**src/design/golden_section_minimum_search_top_assert.svh**
```systemverilog
// Assertion macros shared by the golden-section search RTL.
// Each macro expands to one labeled concurrent assertion, clocked on the
// rising edge and disabled while the synchronous active-low reset is held.
`ifndef GOLDEN_SECTION_MINIMUM_SEARCH_TOP_ASSERT_SVH
`define GOLDEN_SECTION_MINIMUM_SEARCH_TOP_ASSERT_SVH

// The consequent must hold in the same cycle as the antecedent.
`define GSS_ASSERT_SAME(label, clk, rst_n, ante, cons, msg) \
    label: assert property (@(posedge clk) disable iff (!rst_n) (ante) |-> (cons)) \
        else $error(msg);

// The consequent must hold in the cycle after the antecedent.
`define GSS_ASSERT_NEXT(label, clk, rst_n, ante, cons, msg) \
    label: assert property (@(posedge clk) disable iff (!rst_n) (ante) |=> (cons)) \
        else $error(msg);

`endif

```
**src/design/gss_pkg.sv**
```systemverilog
`default_nettype none

package gss_pkg;

    // Point and value width used when the top level is not overridden.
    localparam int POINT_WIDTH_DEF = 32;

    // Configuration port.
    localparam int REL_TOL_W   = 16;
    localparam int ABS_TOL_W   = 31;
    localparam int CFG_DATA_W  = 31;
    localparam int CFG_INDEX_W = 1;

    localparam logic [REL_TOL_W-1:0] REL_TOL_RESET = 16'd66;
    localparam logic [ABS_TOL_W-1:0] ABS_TOL_RESET = 31'd1;

    // Shared multiplier operand width and the golden-ratio weights in Q0.32.
    // The two weights add up to exactly one.
    localparam int              MUL_W  = 32;
    localparam logic [MUL_W-1:0] COEF_R = 32'd2654435775;
    localparam logic [MUL_W-1:0] COEF_C = 32'd1640531521;

    typedef enum logic [CFG_INDEX_W-1:0] {
        CFG_REL_TOL = 1'b0,
        CFG_ABS_TOL = 1'b1
    } t_cfg_index;

    typedef enum logic {
        CMD_START = 1'b0,
        CMD_VALUE = 1'b1
    } t_cmd;

    typedef enum logic [1:0] {
        STAT_PROBE   = 2'd0,
        STAT_DONE    = 2'd1,
        STAT_IGNORED = 2'd2
    } t_status;

    // What the output register is loaded with.
    typedef enum logic [1:0] {
        OUT_PROBE_L = 2'd0,
        OUT_PROBE_R = 2'd1,
        OUT_DONE    = 2'd2,
        OUT_IGNORED = 2'd3
    } t_out_kind;

    // One pass of the shared multiplier: low or high 32-bit chunk of the
    // kept point (weight R) or of the outer point (weight C).
    typedef enum logic [1:0] {
        MUL_P_LO = 2'd0,
        MUL_P_HI = 2'd1,
        MUL_Q_LO = 2'd2,
        MUL_Q_HI = 2'd3
    } t_mul_step;

    typedef struct packed {
        logic      load_start;
        logic      load_vl;
        logic      load_vr;
        logic      do_span;
        logic      set_dir;
        logic      dir_right;
        logic      move;
        logic      mul_issue;
        t_mul_step mul_step;
        logic      write_mix;
        logic      do_mag;
        logic      do_thr;
        logic      out_load;
        t_out_kind out_kind;
    } t_dp_cmd;

    typedef struct packed {
        logic span_right;
        logic keep_going;
        logic right_lower;
    } t_dp_stat;

endpackage

`default_nettype wire

```
**src/design/gss_controller.sv**
```systemverilog
`default_nettype none

`include "golden_section_minimum_search_top_assert.svh"

module gss_controller import gss_pkg::*; (
    input  logic     i_clk,
    input  logic     i_rst_n,
    input  logic     i_in_vld,
    input  logic     i_in_cmd,
    output logic     o_in_rdy,
    output logic     o_out_vld,
    input  logic     i_out_rdy,
    input  t_dp_stat i_stat,
    output t_dp_cmd  o_ctl
);

    typedef enum logic [9:0] {
        ST_WAIT   = 10'b00_0000_0001,
        ST_SPAN   = 10'b00_0000_0010,
        ST_ORIENT = 10'b00_0000_0100,
        ST_MAG    = 10'b00_0000_1000,
        ST_THR    = 10'b00_0001_0000,
        ST_DECIDE = 10'b00_0010_0000,
        ST_MUL    = 10'b00_0100_0000,
        ST_DRAIN  = 10'b00_1000_0000,
        ST_SUM    = 10'b01_0000_0000,
        ST_EMIT   = 10'b10_0000_0000
    } t_state;

    // Search phase: which function value the block is waiting for.
    typedef enum logic [1:0] {
        PH_IDLE   = 2'd0,
        PH_FIRST  = 2'd1,
        PH_SECOND = 2'd2,
        PH_LOOP   = 2'd3
    } t_phase;

    t_state    r_state, n_state;
    t_phase    r_phase, n_phase;
    t_out_kind r_kind,  n_kind;
    logic [1:0] r_cnt,  n_cnt;
    logic      r_out_vld, n_out_vld;
    logic      in_acc;

    assign o_in_rdy  = (r_state == ST_WAIT);
    assign o_out_vld = r_out_vld;
    assign in_acc    = i_in_vld && (r_state == ST_WAIT);

    always_comb begin
        n_state   = r_state;
        n_phase   = r_phase;
        n_kind    = r_kind;
        n_cnt     = r_cnt;
        n_out_vld = r_out_vld && !i_out_rdy;
        o_ctl     = '0;

        case (r_state)
            ST_WAIT: begin
                if (in_acc) begin
                    if (i_in_cmd == CMD_START) begin
                        o_ctl.load_start = 1'b1;
                        n_phase = PH_FIRST;
                        n_kind  = OUT_PROBE_L;
                        n_state = ST_SPAN;
                    end else begin
                        case (r_phase)
                            PH_FIRST: begin
                                o_ctl.load_vl = 1'b1;
                                n_phase = PH_SECOND;
                                n_kind  = OUT_PROBE_R;
                                n_state = ST_EMIT;
                            end
                            PH_SECOND: begin
                                o_ctl.load_vr = 1'b1;
                                n_state = ST_MAG;
                            end
                            PH_LOOP: begin
                                o_ctl.load_vl = 1'b1;
                                n_state = ST_MAG;
                            end
                            default: begin
                                n_kind  = OUT_IGNORED;
                                n_state = ST_EMIT;
                            end
                        endcase
                    end
                end
            end
            ST_SPAN: begin
                o_ctl.do_span = 1'b1;
                n_state = ST_ORIENT;
            end
            ST_ORIENT: begin
                o_ctl.set_dir   = 1'b1;
                o_ctl.dir_right = i_stat.span_right;
                n_cnt   = '0;
                n_state = ST_MUL;
            end
            ST_MAG: begin
                o_ctl.do_mag = 1'b1;
                n_state = ST_THR;
            end
            ST_THR: begin
                o_ctl.do_thr = 1'b1;
                n_state = ST_DECIDE;
            end
            ST_DECIDE: begin
                if (i_stat.keep_going) begin
                    o_ctl.move      = 1'b1;
                    o_ctl.set_dir   = 1'b1;
                    o_ctl.dir_right = i_stat.right_lower;
                    n_phase = i_stat.right_lower ? PH_SECOND : PH_LOOP;
                    n_kind  = i_stat.right_lower ? OUT_PROBE_R : OUT_PROBE_L;
                    n_cnt   = '0;
                    n_state = ST_MUL;
                end else begin
                    n_phase = PH_IDLE;
                    n_kind  = OUT_DONE;
                    n_state = ST_EMIT;
                end
            end
            ST_MUL: begin
                o_ctl.mul_issue = 1'b1;
                o_ctl.mul_step  = t_mul_step'(r_cnt);
                n_cnt = r_cnt + 2'd1;
                if (r_cnt == 2'd3) begin
                    n_cnt   = '0;
                    n_state = ST_DRAIN;
                end
            end
            ST_DRAIN: begin
                n_cnt = r_cnt + 2'd1;
                if (r_cnt == 2'd1) begin
                    n_state = ST_SUM;
                end
            end
            ST_SUM: begin
                o_ctl.write_mix = 1'b1;
                n_state = ST_EMIT;
            end
            ST_EMIT: begin
                if (!r_out_vld || i_out_rdy) begin
                    o_ctl.out_load = 1'b1;
                    o_ctl.out_kind = r_kind;
                    n_out_vld = 1'b1;
                    n_state   = ST_WAIT;
                end
            end
            default: begin
                n_state = ST_WAIT;
            end
        endcase
    end

    always_ff @(posedge i_clk) begin
        if (!i_rst_n) begin
            r_state   <= ST_WAIT;
            r_phase   <= PH_IDLE;
            r_kind    <= OUT_PROBE_L;
            r_cnt     <= '0;
            r_out_vld <= 1'b0;
        end else begin
            r_state   <= n_state;
            r_phase   <= n_phase;
            r_kind    <= n_kind;
            r_cnt     <= n_cnt;
            r_out_vld <= n_out_vld;
        end
    end

    `GSS_ASSERT_SAME(a_no_overwrite, i_clk, i_rst_n, o_ctl.out_load, !r_out_vld || i_out_rdy, "result overwritten before it was taken")
    `GSS_ASSERT_NEXT(a_start_seq, i_clk, i_rst_n, in_acc && i_in_cmd == CMD_START, r_state == ST_SPAN && r_phase == PH_FIRST, "start request did not begin a search")
    `GSS_ASSERT_NEXT(a_idle_value, i_clk, i_rst_n, in_acc && i_in_cmd == CMD_VALUE && r_phase == PH_IDLE, r_state == ST_EMIT && r_kind == OUT_IGNORED, "idle value not flagged")
    `GSS_ASSERT_SAME(a_mul_busy, i_clk, i_rst_n, r_state == ST_MUL, r_phase != PH_IDLE, "multiplier running without a search")
    `GSS_ASSERT_SAME(a_done_idle, i_clk, i_rst_n, r_state == ST_EMIT && r_kind == OUT_DONE, r_phase == PH_IDLE, "finished search left a phase open")

endmodule

`default_nettype wire

```
**config.mk**
```make
export PLATFORM = sky130hd
export DESIGN_NAME = gss_controller
export DESIGN_NICKNAME = d
export VERILOG_FILES = /design/src/design/gss_pkg.sv /design/src/design/gss_controller.sv
export VERILOG_INCLUDE_DIRS = /design/src /design/src/design
export SDC_FILE = /design/constraint.sdc
export NUM_CORES = 1
export LEC_CHECK = 0
export BUFFER_PORTS_ARGS = -buffer_cell sky130_fd_sc_hd__buf_2
export CORE_AREA = 4 4 53 55
export DETAILED_ROUTE_END_ITERATION = 10
export DIE_AREA = 0 0 57 59
export PLACE_DENSITY = 0.71
export RECOVER_POWER = 100
export SLEW_MARGIN = 10
export SYNTH_ARGS = -nofsm -noshare
export SYNTH_HDL_FRONTEND = slang
export SYNTH_SLANG_ARGS = --single-unit
export TNS_END_PERCENT = 30
```
**constraint.sdc**
```tcl
create_clock -name i_clk -period 1.59 [get_ports i_clk]
set_input_delay 0.159 -clock i_clk [delete_from_list [all_inputs] [get_ports i_clk]]
set_output_delay 0.159 -clock i_clk [all_outputs]
set_load 0.005 [all_outputs]
```
### Word level (Yosys, flattened, before mapping)

Cells that the tools add are included.
Widths: inputs -> output; s select.

* register bits: 17
* input bits: 8
* output and inout bits: 18
* logic and storage cells: 82

* $add $sub $neg: 1
* equal/unequal tests: 22
* muxes and demuxes: 41
* reductions and logical operators: 13

Operators by type and width (number)
* $pmux 10 s10: 1
* $mux 10: 7
* $mux 2: 10
* $mux 3: 6
* $pmux 2 s2: 4
* $mux 1: 12
* $eq 10x1->1 const B: 1
* $eq 10x10->1 const B: 1
* $eq 10x2->1 const B: 1
* $eq 10x3->1 const B: 1
* $eq 10x4->1 const B: 1
* $eq 10x5->1 const B: 1
* $eq 10x6->1 const B: 1
* $eq 10x7->1 const B: 1
* $eq 10x8->1 const B: 1
* $eq 10x9->1 const B: 1
* $ne 2x2->1 const B: 4
* $pmux 2 s4: 1
* $eq 2x2->1 const B: 3
* $reduce_and 3->1: 2
* $eq 2x1->1 const B: 2
* $reduce_and 4->1: 1
* $reduce_bool 4->1: 1
* $reduce_or 2->1: 2
* 9 further kinds: 11

### Logic depth before layout (Yosys ltp)

* depth after elaboration: 6
* mapped depth: 6
* depth with buffers taken out: 6

### Worst setup path before layout

Ideal clock, no wire load.

* path type: flip-flop to output port
* start point: register r_state[0]
* end point: output port o_ctl[0] in the netlist's numbering
* arrival time: 1550 ps
* required time: 1431 ps
* path slack: -119 ps
* cell stages (with the launch flop): 6
* buffers on the path: 0
* cells stage by stage: dfxtp_1 or4_4 nor3_1 nand2_1 nor2_1 and2_1

RTL lines
* from (decl): line gss_controller.sv:38 `t_state r_state, n_state;`
* from (signal assigned): line gss_controller.sv:163 `r_state <= n_state;`
* to (decl): line gss_controller.sv:14 `output t_dp_cmd o_ctl`

==> flow_metrics.py <==
metrics = {
    "run": {
        "cap_viol_max_count": 0,
    },
    "critical_path": {
        "critical_path_cell_sequence": "or4_4 -> nor3_4 -> nand2_2 -> nor2_4 -> and2_1 -> buf_2",
        "critPathArrivalTime_ns": 1.92,
        "timing.critical_path.to_type": "primary output",
        "cp_max_fo": 4,
        "critPathLaunchType": "flop",
        "max_stage_delay_ns": 0.57,
        "critical_path.slowest_cell": "sky130_fd_sc_hd__or4_4",
        "regToRegSetupSlack_ns": -0.39,
        "critical_path_class": "flop to primary output",
        "crit_required_ns": 1.43,
    },
    "grt": {
        "gr-total-overflow": 0,
        "grt_pass1_wl_um": 5430,
        "grt_start_max_net_pins": 14,
        "first_global_vias": 1176,
        "grt_use_total": 0.207,
        "initial_antenna_violation_count": 0,
    },
    "sta": {
        "clock_period_minus_worst_slack_ns": 2.08,
        "worst_clock_skew_ns": 0.0109,
        "crit_share_post_route": 1.31,
        "layout_setup_ws_ns": -0.491,
        "setup_repair_after_global_routing_missed_its_margin": "yes",
        "slew_headroom": 0.771,
        "fmax_ghz": 0.481,
        "final-setup-viol-count": 33,
        "max_slew.worst_pin.slew_ns": 0.339,
        "hold_viol": 0,
        "slew_violations": 0,
        "fin_tns_setup_ns": -9.70,
    },
    "place": {
        "port_buffers": 25,
        "place.detailed.instances": 203,
        "gp_congestion": 0.954,
        "dp_hpwl_um": 2290,
    },
    "finish": {
        "nFillCells": 180,
        "insertedDiodeCount": 0,
        "drive_above_1_share": 0.558,
        "areaGrowthSynthToFinish_pct": 70.1,
        "reg_area_um2": 357,
        "post_layout_nonfiller_instances": 227,
        "final_net_count": 208,
        "footprint_of_the_multi_input_gates_um2": 848,
    },
    "synth": {
        "synth_area_um2": 1050,
        "async_flop_share": 0,
        "synth_top_flop_cell": "sky130_fd_sc_hd__dfxtp_1",
        "yosysWarningCount": 0,
        "synthTopCellsByCount": "17 x sky130_fd_sc_hd__dfxtp_1, 12 x sky130_fd_sc_hd__nand2_1, 10 x sky130_fd_sc_hd__nor2_1",
        "synth_seq_cells": 17,
        "yosys-top-cells-area": "sky130_fd_sc_hd__dfxtp_1 33%, sky130_fd_sc_hd__nand2_1 4.3%, sky130_fd_sc_hd__nor2_1 3.6%",
        "synth_sequential_area_ratio": 0.325,
        "yosysMostFrequentCell": "sky130_fd_sc_hd__dfxtp_1",
        "syn_area_per_cell_um2": 8.30,
        "yosysUniqueCellTypes": 45,
        "synth_edf_count": 0,
        "yosys.area.top_type_share": 0.325,
        "postSynthCellCount": 126,
        "mappedNetlistNets": 136,
        "synthDominantAreaCellType": "sky130_fd_sc_hd__dfxtp_1",
    },
    "floorplanning": {
        "floorplan.io_pins": 26,
        "die_width_um": 57,
        "placeable_core_region_um2": 2390,
        "placementRows": 18,
        "die-height_um": 59,
        "start_util": 0.438,
        "die-area_um2": 3360,
    },
    "power_and_ir_drop": {
        "power.share.clock": 0.180,
        "switching_share": 0.348,
        "power_per_cell_area_nw_per_um2": 739,
        "power_leakage_nw": 0.831,
        "power.net_switching_uw": 457,
        "combPwrFrac": 0.451,
        "share_seq_of_total_power": 0.369,
        "power.internal_uw": 858,
        "max_vdd_drop_uv": 657,
    },
    "drt": {
        "drt_first_pass_iters": 4,
        "ant_nets": 0,
        "route.detailed.wl_per_inst_um": 16.5,
        "num_vias": 1283,
        "viasPerCell": 5.65,
        "dr.first_iter.drc_count": 42,
        "route.detailed.drc": 0,
        "drt_wl_total_um": 3750,
    },
    "cts": {
        "clock_sink_count": 17,
        "path_clk_slew_ns": 0.09,
        "cts_made_buffers": 3,
        "cts.htree.levels": 1,
        "cts_buffer_depth": 2,
        "clock_tree.root_cell": "sky130_fd_sc_hd__clkbuf_4",
        "clock_insertion_delay_worst_skew_ns": 0.30,
        "cts_tree": "done",
    },
    "outcome": {
        "run_status": "finished, violations left",
        "failed_checks": "setup timing",
    },
    "hold_path": {
        "hp-class": "primary input to flop",
    },
}
[cell type report]
type | instances | share of cell area
Timing Repair Buffer | 68 | 0.270
Clock buffer | 4 | 0.0148
Tap cell | 30 | 0.0211
Multi-Input combinational cell | 100 | 0.477
Inverter | 8 | 0.0169
Sequential cell | 17 | 0.200
[sequential cells by signal, indices dropped and copies added (netlist names)]
signal     cells
r_state       10
r_phase        2
r_cnt          2
r_kind         2
o_out_vld      1
[stage by stage]
step                      total power, mW  hold WS (ns)  setup slack (ns)  utilization  area, µm²
after floorplan                     0.703         0.238           -0.0548            -       1070
after CTS                            1.21         0.107            -0.431        0.682       1630
after detailed placement            0.867         0.402            -0.158        0.588       1400
final                                1.32         0.118            -0.491        0.745       1780
after global routing                 1.37         0.113            -0.567        0.745       1780
after global placement              0.857         0.399            -0.154        0.588       1400
[power groups by stage]
| stage | sequential [mW] | combinational (mW) | clock (mW) |
|---|---|---|---|
| 2_1_floorplan | 0.485 | 0.219 | 0 |
| 3_3_place_gp | 0.486 | 0.371 | 0 |
| 3_5_place_dp | 0.489 | 0.379 | 0 |
| 4_1_cts | 0.481 | 0.498 | 0.233 |
| 5_1_grt | 0.487 | 0.629 | 0.255 |
| 6_report | 0.485 | 0.593 | 0.237 |
[cell usage in the layout (no fill, tap or decap), types with 2 or more instances in the layout]
master                      n
sky130_fd_sc_hd__dfxtp_1   10
sky130_fd_sc_hd__nor3_4     2
sky130_fd_sc_hd__clkbuf_4   3
sky130_fd_sc_hd__nor4_1     2
sky130_fd_sc_hd__dfxtp_4    3
sky130_fd_sc_hd__nor2b_1    5
sky130_fd_sc_hd__nor2_2     5
sky130_fd_sc_hd__o21ai_0    3
sky130_fd_sc_hd__inv_1      7
sky130_fd_sc_hd__buf_4     36
sky130_fd_sc_hd__o21a_1     2
sky130_fd_sc_hd__a21boi_1   3
sky130_fd_sc_hd__ha_1       2
sky130_fd_sc_hd__buf_6      8
sky130_fd_sc_hd__nand2_1   10
sky130_fd_sc_hd__nor4b_4    2
sky130_fd_sc_hd__a21oi_1    2
sky130_fd_sc_hd__nand4_1    2
sky130_fd_sc_hd__nand3_1    2
sky130_fd_sc_hd__o21ai_1    4
sky130_fd_sc_hd__nor4_4     4
sky130_fd_sc_hd__nor2_4     2
sky130_fd_sc_hd__or4_4      3
sky130_fd_sc_hd__nand4b_1   2
sky130_fd_sc_hd__nor4b_1    3
sky130_fd_sc_hd__nor2_1     4
sky130_fd_sc_hd__buf_2     24
sky130_fd_sc_hd__nor3_1     3
sky130_fd_sc_hd__nand2b_1   3
sky130_fd_sc_hd__and2_1     4
sky130_fd_sc_hd__dfxtp_2    4
[layer usage]
metal | global-route usage | vias to the layer above | routed length [µm]
met5 | 0 | - | 0
met3 | 0.0283 | 12 | 178
met2 | 0.378 | 56 | 1930
met4 | 0.0927 | 0 | 95
met1 | 0.241 | 604 | 1550
li1 | - | 611 | -
[worst paths after layout]
| check | cells past startpoint | startpoint | end |
|---|---|---|---|
| setup / recovery | 6 | r_state[1] | o_ctl[1] |
| hold / removal | 2 | i_in_cmd | r_state[1] |
| setup reg to reg | 8 | r_state[1] | r_cnt[1] |
| hold reg to reg | 1 | r_cnt[0] | r_cnt[0] |
[critical path, delay by kind of cell, from the launching register on]
family                 cells  cell delay (ns)
buffers and inverters      1             0.11
DFF                        1             0.35
and+or+nand+nor            5             1.18
[logic make-up after synthesis]
kind of cell,Yosys count,synth area share
flops,17,0.325
buf+inv,9,0.0323
simple gates,74,0.453
fa+ha+maj,2,0.0239
compound gates,23,0.156
mux,1,0.00957
[repair_timing]
item	4_1_cts	5_1_grt
setup endpoints to repair	33	33
pin swaps	11	13
resized for setup	25	27
setup buffers	12	8
hold buffers	0	0
Power figures use the tool's default switching activity.
